File: config.mk
export PLATFORM = sky130hd
export DESIGN_NAME = pinned_lru_slot_table_core_flat
export DESIGN_NICKNAME = d
export VERILOG_FILES = /design/src/plst_pkg.sv /design/src/plst_ifs.sv /design/src/plst_cell.sv /design/src/pinned_lru_slot_table_core.sv /design/src/flat_wrapper.sv
export SDC_FILE = /design/constraint.sdc
export NUM_CORES = 2
export LEC_CHECK = 0
export BUFFER_PORTS_ARGS = -buffer_cell sky130_fd_sc_hd__buf_2
export CAP_MARGIN = 20
export CORE_ASPECT_RATIO = 0.75
export CORE_MARGIN = 2
export CORE_UTILIZATION = 55
export DETAILED_ROUTE_END_ITERATION = 10
export PLACE_DENSITY = 0.71
export SLEW_MARGIN = 20
export SYNTH_ARGS = -nofsm -noshare
export SYNTH_HDL_FRONTEND = slang
export SYNTH_SLANG_ARGS = --single-unit
File: constraint.sdc
create_clock -name clk -period 7.5 [get_ports clk]
set_input_delay 1.125 -clock clk [delete_from_list [all_inputs] [get_ports clk]]
set_output_delay 1.125 -clock clk [all_outputs]
set_load 0.01 [all_outputs]
File: src/plst_pkg.sv
package plst_pkg;

    localparam int KEY_W    = 32;
    localparam int TIME_W   = 32;
    localparam int CFG_W    = 5;
    localparam int STATUS_W = 3;
    localparam int SLOT_W   = 4;
    localparam int FLAG_W   = 2;

    localparam int DEF_SLOTS = 16;
    localparam logic [CFG_W-1:0] CFG_RESET = 5'd16;

    typedef logic [FLAG_W-1:0]   flag_t;
    typedef logic [STATUS_W-1:0] status_t;

    localparam flag_t ENTRY_EMPTY    = 2'h0;
    localparam flag_t ENTRY_UNPINNED = 2'h1;
    localparam flag_t ENTRY_PINNED   = 2'h2;

    localparam logic OP_ACQUIRE = 1'b0;
    localparam logic OP_RELEASE = 1'b1;

    localparam status_t STS_HIT        = 3'd0;
    localparam status_t STS_FILLED     = 3'd1;
    localparam status_t STS_LOAD_FAIL  = 3'd2;
    localparam status_t STS_NO_SLOT    = 3'd3;
    localparam status_t STS_RELEASED   = 3'd4;
    localparam status_t STS_REL_NFOUND = 3'd5;

    // search packet walking along the row of cells
    typedef struct packed {
        logic              valid;
        logic              op;
        logic [KEY_W-1:0]  key;
        logic [TIME_W-1:0] now;
        logic              load_ok;
        logic              found;
        logic              have_free;
        logic              have_victim;
        logic [TIME_W-1:0] oldest;
        logic [KEY_W-1:0]  victim_key;
    } pkt_t;

    // write-back command broadcast to the cells
    typedef struct packed {
        logic              valid;
        flag_t             flag;
        logic              wr_key;
        logic              wr_time;
        logic [KEY_W-1:0]  key;
        logic [TIME_W-1:0] now;
    } wb_t;

endpackage

File: src/plst_ifs.sv
interface plst_req_if import plst_pkg::*; ();
    logic              valid;
    logic              ready;
    logic              op;
    logic [KEY_W-1:0]  key;
    logic [TIME_W-1:0] now;
    logic              load_ok;

    modport source (output valid, output op, output key, output now, output load_ok,
                    input ready);
    modport sink (input valid, input op, input key, input now, input load_ok,
                  output ready);
endinterface

interface plst_rsp_if import plst_pkg::*; ();
    logic              valid;
    logic              ready;
    logic [STATUS_W-1:0] status;
    logic [SLOT_W-1:0] slot;
    logic              evicted;
    logic [KEY_W-1:0]  evicted_key;

    modport source (output valid, output status, output slot, output evicted,
                    output evicted_key, input ready);
    modport sink (input valid, input status, input slot, input evicted,
                  input evicted_key, output ready);
endinterface

interface plst_cfg_if import plst_pkg::*; ();
    logic             valid;
    logic             ready;
    logic [CFG_W-1:0] slots_in_use;

    modport source (output valid, output slots_in_use, input ready);
    modport sink (input valid, input slots_in_use, output ready);
endinterface

File: src/plst_cell.sv
module plst_cell import plst_pkg::*;
#(
    parameter int SLOTS = DEF_SLOTS,
    parameter int IDX   = 0
)
(
    input  logic                     clk,
    input  logic                     rst_n,
    input  logic [CFG_W-1:0]         slots_in_use,
    input  pkt_t                     pkt_i,
    input  logic [$clog2(SLOTS)-1:0] found_idx_i,
    input  logic [$clog2(SLOTS)-1:0] free_idx_i,
    input  logic [$clog2(SLOTS)-1:0] victim_idx_i,
    output pkt_t                     pkt_o,
    output logic [$clog2(SLOTS)-1:0] found_idx_o,
    output logic [$clog2(SLOTS)-1:0] free_idx_o,
    output logic [$clog2(SLOTS)-1:0] victim_idx_o,
    input  wb_t                      wb_i,
    input  logic [$clog2(SLOTS)-1:0] wb_idx_i
);

    localparam int IW   = $clog2(SLOTS);
    localparam int CMPW = ((IW > CFG_W) ? IW : CFG_W) + 1;
    localparam logic [IW-1:0] MY_IDX = IW'(IDX);

    flag_t             flag_reg, flag_next;
    logic [KEY_W-1:0]  key_reg;
    logic [TIME_W-1:0] time_reg;
    pkt_t              pkt_reg, pkt_next;
    logic [IW-1:0]     found_idx_reg, found_idx_next;
    logic [IW-1:0]     free_idx_reg, free_idx_next;
    logic [IW-1:0]     victim_idx_reg, victim_idx_next;
    logic              live;
    logic              match;
    logic              wb_hit;

    assign live   = CMPW'(IDX) < CMPW'(slots_in_use);
    assign match  = (flag_reg != ENTRY_EMPTY) && (key_reg == pkt_i.key);
    assign wb_hit = wb_i.valid && (wb_idx_i == MY_IDX);

    always_comb
    begin
        pkt_next        = pkt_i;
        found_idx_next  = found_idx_i;
        free_idx_next   = free_idx_i;
        victim_idx_next = victim_idx_i;
        if (pkt_i.valid && live)
        begin
            if (!pkt_i.found && match)
            begin
                pkt_next.found = 1'b1;
                found_idx_next = MY_IDX;
            end
            if (!pkt_i.have_free)
            begin
                if (flag_reg == ENTRY_EMPTY)
                begin
                    pkt_next.have_free = 1'b1;
                    free_idx_next      = MY_IDX;
                end
                else if (flag_reg == ENTRY_UNPINNED && time_reg < pkt_i.oldest)
                begin
                    pkt_next.have_victim = 1'b1;
                    pkt_next.oldest      = time_reg;
                    pkt_next.victim_key  = key_reg;
                    victim_idx_next      = MY_IDX;
                end
            end
        end
    end

    assign flag_next = wb_hit ? wb_i.flag : flag_reg;

    always_ff @(posedge clk or negedge rst_n)
    begin
        if (!rst_n)
        begin
            flag_reg <= ENTRY_EMPTY;
            pkt_reg  <= '0;
        end
        else
        begin
            flag_reg <= flag_next;
            pkt_reg  <= pkt_next;
        end
    end

    always_ff @(posedge clk)
    begin
        found_idx_reg  <= found_idx_next;
        free_idx_reg   <= free_idx_next;
        victim_idx_reg <= victim_idx_next;
        if (wb_hit && wb_i.wr_key)
        begin
            key_reg <= wb_i.key;
        end
        if (wb_hit && wb_i.wr_time)
        begin
            time_reg <= wb_i.now;
        end
    end

    assign pkt_o        = pkt_reg;
    assign found_idx_o  = found_idx_reg;
    assign free_idx_o   = free_idx_reg;
    assign victim_idx_o = victim_idx_reg;

endmodule

File: src/pinned_lru_slot_table_core.sv
// the request is registered into launch_reg, passes through each cell's packet register, then into hold_reg
// the search packet visits one cell a cycle; no new request is taken until the write-back is done
// the row of cells carries the packet, then the write-back state updates the table once rsp can take the result
// reset (rst_n low, asynchronous): all slots free, slots_in_use back to 16
// no clearing pass after reset; keys and timestamps are not reset
module pinned_lru_slot_table_core import plst_pkg::*;
#(
    parameter int SLOTS = DEF_SLOTS
)
(
    input  logic       clk,
    input  logic       rst_n,
    plst_req_if.sink   req,
    plst_rsp_if.source rsp,
    plst_cfg_if.sink   cfg
);

    localparam int IW = $clog2(SLOTS);
    localparam int SW = (IW > SLOT_W) ? IW : SLOT_W;

    localparam logic [1:0] S_IDLE = 2'd0;
    localparam logic [1:0] S_SCAN = 2'd1;
    localparam logic [1:0] S_WB   = 2'd2;

    logic [1:0]       state_reg, state_next;
    logic [CFG_W-1:0] cnt_reg;
    pkt_t             launch_reg, launch_next;
    pkt_t             hold_reg;
    logic [IW-1:0]    hold_found_reg, hold_free_reg, hold_victim_reg;

    logic             rsp_valid_reg, rsp_valid_next;
    status_t          rsp_status_reg;
    logic [SLOT_W-1:0] rsp_slot_reg;
    logic             rsp_evicted_reg;
    logic [KEY_W-1:0] rsp_ekey_reg;

    pkt_t             chain_pkt    [SLOTS+1];
    logic [IW-1:0]    chain_found  [SLOTS+1];
    logic [IW-1:0]    chain_free   [SLOTS+1];
    logic [IW-1:0]    chain_victim [SLOTS+1];

    logic             accept;
    logic             wb_fire;
    status_t          status_c;
    logic [IW-1:0]    slot_idx_c;
    logic [SW-1:0]    slot_ext;
    logic             evicted_c;
    logic [KEY_W-1:0] ekey_c;
    logic             wb_req_c;
    flag_t            wb_flag_c;
    logic             wb_wr_c;
    wb_t              wb;

    assign cfg.ready = 1'b1;
    assign req.ready = (state_reg == S_IDLE);
    assign accept    = req.valid && req.ready;
    assign wb_fire   = (state_reg == S_WB) && (!rsp_valid_reg || rsp.ready);

    always_comb
    begin
        launch_next             = '0;
        launch_next.valid       = accept;
        launch_next.op          = req.op;
        launch_next.key         = req.key;
        launch_next.now         = req.now;
        launch_next.load_ok     = req.load_ok;
        launch_next.oldest      = req.now;
    end

    assign chain_pkt[0]    = launch_reg;
    assign chain_found[0]  = '0;
    assign chain_free[0]   = '0;
    assign chain_victim[0] = '0;

    for (genvar g = 0; g < SLOTS; g++)
    begin : g_cell
        plst_cell #(
            .SLOTS (SLOTS),
            .IDX   (g)
        ) u_cell (
            .clk          (clk),
            .rst_n        (rst_n),
            .slots_in_use (cnt_reg),
            .pkt_i        (chain_pkt[g]),
            .found_idx_i  (chain_found[g]),
            .free_idx_i   (chain_free[g]),
            .victim_idx_i (chain_victim[g]),
            .pkt_o        (chain_pkt[g+1]),
            .found_idx_o  (chain_found[g+1]),
            .free_idx_o   (chain_free[g+1]),
            .victim_idx_o (chain_victim[g+1]),
            .wb_i         (wb),
            .wb_idx_i     (slot_idx_c)
        );
    end

    // outcome of the finished search
    always_comb
    begin
        status_c   = STS_NO_SLOT;
        slot_idx_c = '0;
        evicted_c  = 1'b0;
        ekey_c     = '0;
        wb_req_c   = 1'b0;
        wb_flag_c  = ENTRY_EMPTY;
        wb_wr_c    = 1'b0;
        if (hold_reg.op == OP_RELEASE)
        begin
            if (hold_reg.found)
            begin
                status_c   = STS_RELEASED;
                slot_idx_c = hold_found_reg;
                wb_req_c   = 1'b1;
                wb_flag_c  = ENTRY_UNPINNED;
            end
            else
            begin
                status_c = STS_REL_NFOUND;
            end
        end
        else if (hold_reg.found)
        begin
            status_c   = STS_HIT;
            slot_idx_c = hold_found_reg;
            wb_req_c   = 1'b1;
            wb_flag_c  = ENTRY_PINNED;
        end
        else if (hold_reg.have_free || hold_reg.have_victim)
        begin
            if (hold_reg.have_free)
            begin
                slot_idx_c = hold_free_reg;
            end
            else
            begin
                slot_idx_c = hold_victim_reg;
                evicted_c  = 1'b1;
                ekey_c     = hold_reg.victim_key;
            end
            wb_req_c = 1'b1;
            if (hold_reg.load_ok)
            begin
                status_c  = STS_FILLED;
                wb_flag_c = ENTRY_PINNED;
                wb_wr_c   = 1'b1;
            end
            else
            begin
                status_c  = STS_LOAD_FAIL;
                wb_flag_c = ENTRY_EMPTY;
            end
        end
    end

    always_comb
    begin
        wb.valid   = wb_fire && wb_req_c;
        wb.flag    = wb_flag_c;
        wb.wr_key  = wb_wr_c;
        wb.wr_time = wb_wr_c || (hold_reg.op == OP_ACQUIRE && hold_reg.found);
        wb.key     = hold_reg.key;
        wb.now     = hold_reg.now;
    end

    assign slot_ext = SW'(slot_idx_c);

    always_comb
    begin
        state_next = state_reg;
        case (state_reg)
            S_IDLE:
            begin
                if (accept)
                begin
                    state_next = S_SCAN;
                end
            end
            S_SCAN:
            begin
                if (chain_pkt[SLOTS].valid)
                begin
                    state_next = S_WB;
                end
            end
            S_WB:
            begin
                if (wb_fire)
                begin
                    state_next = S_IDLE;
                end
            end
            default:
            begin
                state_next = S_IDLE;
            end
        endcase
    end

    always_comb
    begin
        rsp_valid_next = rsp_valid_reg;
        if (wb_fire)
        begin
            rsp_valid_next = 1'b1;
        end
        else if (rsp.ready)
        begin
            rsp_valid_next = 1'b0;
        end
    end

    always_ff @(posedge clk or negedge rst_n)
    begin
        if (!rst_n)
        begin
            state_reg     <= S_IDLE;
            cnt_reg       <= CFG_RESET;
            launch_reg    <= '0;
            rsp_valid_reg <= 1'b0;
        end
        else
        begin
            state_reg     <= state_next;
            launch_reg    <= launch_next;
            rsp_valid_reg <= rsp_valid_next;
            if (cfg.valid && cfg.ready)
            begin
                cnt_reg <= cfg.slots_in_use;
            end
        end
    end

    always_ff @(posedge clk)
    begin
        if (state_reg == S_SCAN && chain_pkt[SLOTS].valid)
        begin
            hold_reg        <= chain_pkt[SLOTS];
            hold_found_reg  <= chain_found[SLOTS];
            hold_free_reg   <= chain_free[SLOTS];
            hold_victim_reg <= chain_victim[SLOTS];
        end
        if (wb_fire)
        begin
            rsp_status_reg  <= status_c;
            rsp_slot_reg    <= slot_ext[SLOT_W-1:0];
            rsp_evicted_reg <= evicted_c;
            rsp_ekey_reg    <= ekey_c;
        end
    end

    assign rsp.valid       = rsp_valid_reg;
    assign rsp.status      = rsp_status_reg;
    assign rsp.slot        = rsp_slot_reg;
    assign rsp.evicted     = rsp_evicted_reg;
    assign rsp.evicted_key = rsp_ekey_reg;

    a_tail_in_scan : assert property (@(posedge clk) disable iff (!rst_n)
        chain_pkt[SLOTS].valid |-> state_reg == S_SCAN)
        else $error("search packet left the row outside a scan");

    a_launch_after_transfer : assert property (@(posedge clk) disable iff (!rst_n)
        launch_reg.valid |-> $past(req.valid && req.ready))
        else $error("packet launched without an input transfer");

    a_evict_on_miss : assert property (@(posedge clk) disable iff (!rst_n)
        rsp.valid && rsp.evicted |-> (rsp.status == STS_FILLED || rsp.status == STS_LOAD_FAIL))
        else $error("eviction reported outside a miss");

    a_wb_then_idle : assert property (@(posedge clk) disable iff (!rst_n)
        wb_fire |=> req.ready && rsp.valid)
        else $error("write-back not followed by result and idle");

endmodule

File: src/flat_wrapper.sv
// flat-port wrapper written by rule: the top's interface ports become plain ports
module pinned_lru_slot_table_core_flat import plst_pkg::*;
#(
    parameter int SLOTS = DEF_SLOTS
)
  (clk, rst_n, req_valid, req_op, req_key, req_now, req_load_ok, req_ready, rsp_valid, rsp_status, rsp_slot, rsp_evicted, rsp_evicted_key, rsp_ready, cfg_valid, cfg_slots_in_use, cfg_ready);
  plst_req_if req_i ();
  plst_rsp_if rsp_i ();
  plst_cfg_if cfg_i ();
  input  logic clk;
  input  logic rst_n;
  input wire logic [$bits(req_i.valid)-1:0] req_valid;
  input wire logic [$bits(req_i.op)-1:0] req_op;
  input wire logic [$bits(req_i.key)-1:0] req_key;
  input wire logic [$bits(req_i.now)-1:0] req_now;
  input wire logic [$bits(req_i.load_ok)-1:0] req_load_ok;
  output wire logic [$bits(req_i.ready)-1:0] req_ready;
  output wire logic [$bits(rsp_i.valid)-1:0] rsp_valid;
  output wire logic [$bits(rsp_i.status)-1:0] rsp_status;
  output wire logic [$bits(rsp_i.slot)-1:0] rsp_slot;
  output wire logic [$bits(rsp_i.evicted)-1:0] rsp_evicted;
  output wire logic [$bits(rsp_i.evicted_key)-1:0] rsp_evicted_key;
  input wire logic [$bits(rsp_i.ready)-1:0] rsp_ready;
  input wire logic [$bits(cfg_i.valid)-1:0] cfg_valid;
  input wire logic [$bits(cfg_i.slots_in_use)-1:0] cfg_slots_in_use;
  output wire logic [$bits(cfg_i.ready)-1:0] cfg_ready;
  assign req_i.valid = req_valid;
  assign req_i.op = req_op;
  assign req_i.key = req_key;
  assign req_i.now = req_now;
  assign req_i.load_ok = req_load_ok;
  assign req_ready = req_i.ready;
  assign rsp_valid = rsp_i.valid;
  assign rsp_status = rsp_i.status;
  assign rsp_slot = rsp_i.slot;
  assign rsp_evicted = rsp_i.evicted;
  assign rsp_evicted_key = rsp_i.evicted_key;
  assign rsp_i.ready = rsp_ready;
  assign cfg_i.valid = cfg_valid;
  assign cfg_i.slots_in_use = cfg_slots_in_use;
  assign cfg_ready = cfg_i.ready;
  pinned_lru_slot_table_core #(.SLOTS(SLOTS)) u_core (.clk(clk), .rst_n(rst_n), .req(req_i), .rsp(rsp_i), .cfg(cfg_i));
endmodule
---- Yosys cells after proc, flatten, opt, wreduce, memory -nomap -nowiden ----
Index checks and enable logic that the tools add are counted.
word-level totals
  bits in registers ....................... 3576
  output and inout bits ................... 43
cells by class
  equality and inequality tests ........... 52
  bitwise operators ....................... 3
  muxes and demuxes ....................... 254
  order comparisons ....................... 32
  reductions and logical operators ........ 175
operators with widths
  operator                                                   count
  2-to-1 mux 65 bit                                          32
  2-to-1 mux 67 bit                                          16
  2-to-1 mux 66 bit                                          15
  2-to-1 mux 4 bit                                           131
  == test 32 bit                                             16
  less-than comparator 32 bit                                16
  logical AND 1 bit                                          116
  2-to-1 mux 1 bit                                           48
  less-than comparator 4 x 5 -> 1 bit, first input constant  8
  == test 2 x 1 -> 1 bit, second input constant              17
  zero test 2 bit                                            17
  nonzero test 2 bit                                         17
  == test 4 bit, second input constant                       8
  less-than comparator 3 x 5 -> 1 bit, first input constant  4
  == test 4 x 3 -> 1 bit, second input constant              4
  zero test 1 bit                                            16
  2-to-1 mux 2 bit                                           8
  less-than comparator 1 x 5 -> 1 bit, first input constant  2
  less-than comparator 2 x 5 -> 1 bit, first input constant  2
  2-to-1 mux 3 bit                                           3
  == test 4 x 2 -> 1 bit, second input constant              2
  one-hot mux 2 bit (3 select lines)                         1
  OR reduction 3 bit                                         2
  == test 4 x 1 -> 1 bit, second input constant              1
  other kinds (9)                                            14

---- Depth between registers and ports, before layout ----
  depth in word-level cells ............... 7
  mapped depth ............................ 12
  depth with buffers taken out ............ 9

---- By module ----
From an unflattened synthesis, not the netlist that was laid out.
unflattened totals
  cell total of the unflattened synthesis .. 7807
  area, all modules ....................... 129977.2 µm²
modules (own cells, without submodules)
  module                                cells each  times used  area each (µm²)  seq. area each (µm²)
  plst_cell (u_core.g_cell[1].u_cell)   475         1           7742.4           5565.3
  plst_cell (u_core.g_cell[9].u_cell)   475         1           7716.2           5565.3
  plst_cell (u_core.g_cell[6].u_cell)   467         1           7706.1           5565.3
  plst_cell (u_core.g_cell[4].u_cell)   466         1           7702.4           5565.3
  plst_cell (u_core.g_cell[5].u_cell)   465         1           7699.9           5565.3
  plst_cell (u_core.g_cell[0].u_cell)   469         1           7694.9           5565.3
  plst_cell (u_core.g_cell[11].u_cell)  473         1           7688.6           5565.3
  plst_cell (u_core.g_cell[12].u_cell)  469         1           7687.4           5565.3
  plst_cell (u_core.g_cell[14].u_cell)  475         1           7679.9           5565.3
  plst_cell (u_core.g_cell[8].u_cell)   469         1           7678.6           5565.3
  plst_cell (u_core.g_cell[7].u_cell)   466         1           7671.1           5565.3
  plst_cell (u_core.g_cell[2].u_cell)   463         1           7666.1           5565.3
  plst_cell (u_core.g_cell[10].u_cell)  468         1           7663.6           5565.3
  plst_cell (u_core.g_cell[13].u_cell)  467         1           7654.8           5565.3
  3 more rows                           -           -           -                -

---- Least setup slack after synthesis ----
Ideal clock, no wire load.
  path type ............................... input to register
  start ................................... input port rsp_ready
  end ..................................... register u_core.g_cell[0].u_cell.time_reg[0] (enable)
  slack ................................... 1875 ps
  arrival ................................. 5204 ps
  path buffers ............................ 0
  stages .................................. 7
  path through ............................ nand2b_1 > nor2b_1 > o21a_1 > nand3_1 > nor2_1 > nand2_1 > nor2_1
on the way
  word-level cells in the longest chain between the ends .. 5
ends and longest elaborated chain
  what                    line                               text
  start: declaration      flat_wrapper.sv:23                 input wire logic [$bits(rsp_i.ready)-1:0] rsp_ready;
  logical OR 1 bit        pinned_lru_slot_table_core.sv:57   assign wb_fire = (state_reg == S_WB) && (!rsp_valid_reg || rsp.ready);
  logical AND 1 bit       pinned_lru_slot_table_core.sv:57
  logical AND 1 bit       pinned_lru_slot_table_core.sv:157  wb.valid = wb_fire && wb_req_c;
  logical AND 1 bit       plst_cell.sv:39                    assign wb_hit = wb_i.valid && (wb_idx_i == MY_IDX);
  logical AND 1 bit       plst_cell.sv:97                    if (wb_hit && wb_i.wr_time)
  end signal: assignment  plst_cell.sv:99                    time_reg <= wb_i.now;
  end: declaration        plst_cell.sv:28                    logic [TIME_W-1:0] time_reg;
Every way passes these cells.
A chain may end at the register's enable or synchronous reset.

---- Worst setup path after layout ----
  start ................................... register u_core.hold_reg[132] in the netlist's numbering
  end ..................................... register u_core.g_cell[0].u_cell.time_reg[8] (enable)
on the way
  word-level cells in the longest chain between the ends .. 4
ends and longest elaborated chain
  what                                                          line                                                text
  start: declaration                                            pinned_lru_slot_table_core.sv:28                    pkt_t hold_reg;
  start signal: assignment                                      pinned_lru_slot_table_core.sv:237                   hold_reg <= chain_pkt[SLOTS];
  2-to-1 mux 4 bit (tied with other cells)                      pinned_lru_slot_table_core.sv:107                   if (hold_reg.op == OP_RELEASE)
  zero test 4 bit (tied with other cells)                       plst_cell.sv:39
  logical AND 1 bit / logical OR 1 bit (equally long branches)  plst_cell.sv:39, pinned_lru_slot_table_core.sv:160
  logical AND 1 bit (*)                                         plst_cell.sv:97
Mark *: on every way between the ends. The rest lies on a longest branch, timed or not.

==> run summary <==
The total chip power came out at 38.06 mW. The clock-pin transition on the worst setup and hold timing paths is 0.06 ns. The run finished with clean final reports. The net count of the mapped netlist came out at 8,164. The worst min-delay path category is in -> async.

The core region is 228,400 µm². The post-CTS setup-driven buffer insertion count is 0. Clock tree synthesis selected as its root buffer the cell sky130_fd_sc_hd__clkbuf_16.

The routed design could run at a clock period as short as 4.097 ns. The critical-path maximum fanout is 32. The number of sinks handled by clock tree synthesis is 3,543.

Yosys mapped a number of flops with a built-in enable equal to 1,177. The leftover overflow at the end of global routing came out at 0. The clock passes through at most 4 buffers. The first global-routing pass estimated 384,900 µm of wire. The post-route non-filler standard cell count is 11,360. The kind of start point of the critical path is a flip-flop.

The largest net degree at the start of global routing came out at 159. The number of global-route vias before repair is 63,220. The power density of the placed cells is 268.1 nW/µm². The floorplan has 152 rows. The dominant register cell in the synthesized netlist is sky130_fd_sc_hd__dfrtp_1. Final hold analysis gives a worst-case slack of 0.2486 ns. The number of buffers inserted during clock tree synthesis came out at 324. The number of distinct standard cells referenced by the synthesized netlist came out at 75. For this design the static power due to leakage is 61.32 nW. The height of the die is 418.9 µm. The ratio of routed vias to standard cells is 5.289. The routed wire length is 248,800 µm. The number of flip-flops in the largest register came out at 2,112.

The HPWL after detailed placement came out at 176,100 µm. TritonCTS built the clock tree. The hold violation count in the final report was 0. The growth of design area from synthesis to finish is 12.46%. The average wire length per cell after detail routing is 21.90 µm. Setup violations remaining at the end of the flow were counted as 0. The count of vias placed by the detailed router came out at 60,080. The internal cell power came out at 30.26 mW. The clock power share is 0.431. By startpoint and endpoint, the worst setup path is classified as reg -> reg.

The first-iteration detailed-routing DRC count came out at 5,103. The share of the clock period used by the worst path after layout came out at 0.5462. The total count of max-transition violations in the final report came out at 0.

The die covers 233,400 µm². The first TritonRoute pass finished after 8 iterations. The number of H-tree branching levels came out at 5. The filler cell count came out at 15,890.

The initial utilization of the core area, before any placement, comes to 0.5526. The residual antenna-violating net count after detailed routing came out at 0. The arrival time reported for the critical path endpoint came out at 4.59 ns. The clock reaches the later pin of the worst-skew pair after 0.89 ns. The slew at the pin closest to its max-slew limit came out at 1.233 ns. The worst-case IR drop observed on VDD is 0.0002644 V.

The part of the total power dissipated in combinational logic came out at 0.025. The launch point of the worst reg-to-reg path is u_core.hold_reg[132]. Of the cells placed in the final design, the portion with a size suffix greater than 1 is 0.2206.

The number of antenna violations at the first check in global routing is 7. The quantity of hold-fixing buffers added after cts is 0. The count of boundary I/O pins is 119. The max-cap check violation count came out at 0. The average size of a mapped cell came out at 16.63 µm². The maximum achievable frequency is 0.2441 GHz. STA classifies the critical path endpoint as a flip-flop. The accumulated negative setup slack is 0 ns. The switching share of total power is 0.2048.

In the global route stage, overall resource usage came out at 0.2174. In this run the power spent charging and discharging nets is 7.793 mW. The worst pin sits at a relative slew slack of 0.1783. At the worst endpoint, the required time is 7.99 ns. The horizontal die dimension is 557.2 µm. For this run, the share of the core covered by cells in the final layout is 0.6215.

In this run the worst setup path begins at u_core.hold_reg[132]. At the end of the flow, the number of nets in the layout was 8,574. The cell area after synthesis came out at 126,200 µm². The proportion of register bits with asynchronous set or reset after synthesis is 0.6263. The synthesis warning total is 0.

The count of port buffers added during placement came out at 117. The number of gates given a new drive strength after cts came out at 0. Of the total power, registers draw 0.544. The sequential cell area is 93,820 µm². The congestion estimate from routability-driven global placement came to 0.9040.

The multi-input logic area is 30,100 µm². The number of placed instances, taps included is 10,750. The number of storage elements in the synthesis netlist is 3,543. The DRC violation count after routing came out at 0. Setup repair after global routing left no endpoint under its margin.

The sequential fraction of the synthesis area came out at 0.7433. The gate count after technology mapping came out at 7,592. The largest clock skew in the final design came out at 0.07078 ns.
## synthesized netlist by cell type (10+ instances only)
cell,instances,share of area
sky130_fd_sc_hd__buf_2,47,0.0019
sky130_fd_sc_hd__nor3_1,40,0.0016
sky130_fd_sc_hd__xnor2_1,304,0.021
sky130_fd_sc_hd__mux2_2,973,0.087
sky130_fd_sc_hd__nand3_1,63,0.0025
sky130_fd_sc_hd__nor2b_1,54,0.0027
sky130_fd_sc_hd__and2_1,88,0.0044
sky130_fd_sc_hd__nor4_1,67,0.0033
sky130_fd_sc_hd__xor2_1,182,0.013
sky130_fd_sc_hd__edfxtp_1,1177,0.28
sky130_fd_sc_hd__dfrtp_1,2218,0.44
sky130_fd_sc_hd__nand4_1,163,0.0081
sky130_fd_sc_hd__ha_1,496,0.049
sky130_fd_sc_hd__a211oi_1,18,0.0011
sky130_fd_sc_hd__o211ai_1,13,0.00077
sky130_fd_sc_hd__nand2_1,122,0.0036
sky130_fd_sc_hd__or2_2,78,0.0039
sky130_fd_sc_hd__a221oi_1,10,0.00069
sky130_fd_sc_hd__and4_1,10,0.00069
sky130_fd_sc_hd__a21o_1,62,0.0037
sky130_fd_sc_hd__buf_1,12,0.00036
sky130_fd_sc_hd__inv_1,538,0.016
sky130_fd_sc_hd__dfxtp_1,147,0.023
sky130_fd_sc_hd__clkbuf_1,62,0.0018
sky130_fd_sc_hd__nand2b_1,67,0.0033
sky130_fd_sc_hd__o21ai_0,91,0.0036
sky130_fd_sc_hd__a21oi_1,184,0.0073
sky130_fd_sc_hd__o21a_1,11,0.00065
sky130_fd_sc_hd__nor2_1,130,0.0039
sky130_fd_sc_hd__mux2_4,16,0.0019
sky130_fd_sc_hd__a31oi_1,10,0.00050
## logic make-up (layout without fill, tap and decap cells)
group                      count (synthesis)  count (layout)  synth area share
buffers and inverters                    664            1342           0.02045
muxes                                    989             989           0.08871
xor gates and xnor gates                 486             486           0.03372
adders and majority gates                496             496           0.04917
DFF                                     3543            3543            0.7433
and+or+nand+nor                          931             931           0.04091
AOI/OAI and AO/OA                        482             482           0.02373
other                                      1              10        0.00002971
## power by group through the flow
| stage | Combinational, mW | Clock [mW] | Sequential (mW) |
|---|---|---|---|
| floorplan | 0.523 | 0 | 20.9 |
| global placement | 0.932 | 0 | 21.0 |
| detailed placement | 0.970 | 0 | 21.1 |
| CTS | 0.983 | 16.8 | 20.7 |
| global route | 1.10 | 17.6 | 20.7 |
| finish | 0.957 | 16.4 | 20.7 |
## worst max-delay path: stages, from the launching register on
cell and delay [ns]:
sky130_fd_sc_hd__edfxtp_1 0.64, sky130_fd_sc_hd__nor3b_1 0.19, sky130_fd_sc_hd__a22oi_1 0.84, sky130_fd_sc_hd__nand3_1 0.22
sky130_fd_sc_hd__nor2_1 0.51, sky130_fd_sc_hd__buf_4 0.25, sky130_fd_sc_hd__nand2_1 0.18, sky130_fd_sc_hd__nor2_4 0.84
## layer usage
layer / up-vias / track usage / part of all wire
met5: - / 0 / 0
met4: 0 / 0.06118 / 0.026
met3: 413 / 0.03523 / 0.052
met2: 1438 / 0.3135 / 0.43
met1: 30800 / 0.3431 / 0.49
li1: 27430 / - / -
## metrics by stage
stage | area, µm² | setup slack [ns]
after floorplan | 126200 | 1.875
after global placement | 131100 | 2.763
after detailed placement | 131100 | 2.777
after CTS | 141900 | 3.527
after global routing | 141900 | 3.176
final | 142000 | 3.404
## layout make-up
class | count | share of cell area
clock inverter | 122 | 0.008761
antenna | 9 | 0.0001587
clock buffer | 472 | 0.06675
sequential | 3543 | 0.6609
multi-input combinational | 3385 | 0.2121
timing repair buffer | 210 | 0.009978
inverter | 538 | 0.01423
tap | 3080 | 0.02715
## path summary, 6_finish.rpt
path / cells after the start / end / slack (ns)
min: 1 / u_core.g_cell[0].u_cell.pkt_o[76] / 0.25
min in group clk: 0 / u_core.g_cell[15].u_cell.pkt_o[84] / 0.33
max reg2reg: 7 / u_core.g_cell[0].u_cell.time_reg[8] / 3.40
min reg2reg: 0 / u_core.g_cell[15].u_cell.pkt_o[84] / 0.33
max in group asynchronous: 3 / u_core.g_cell[5].u_cell.pkt_o[12] / 5.28
max: 7 / u_core.g_cell[0].u_cell.time_reg[8] / 3.40
## cells in the final DEF (no fill, tap or decap), drive strengths merged, types with 20 or more instances in the layout
master	count
a21oi	184
nor2	130
clkbuf	472
nor4	67
nor2b	54
bufinv	20
o21ai	94
dfrtp	2218
nand2	122
edfxtp	1177
ha	496
inv	549
or2	79
xor2	182
a21o	62
and2	91
nor3	40
nand2b	67
dfxtp	147
buf	210
nand4	163
mux2	989
clkinv	81
xnor2	304
nand3	63
Power figures use the tool's default switching activity.
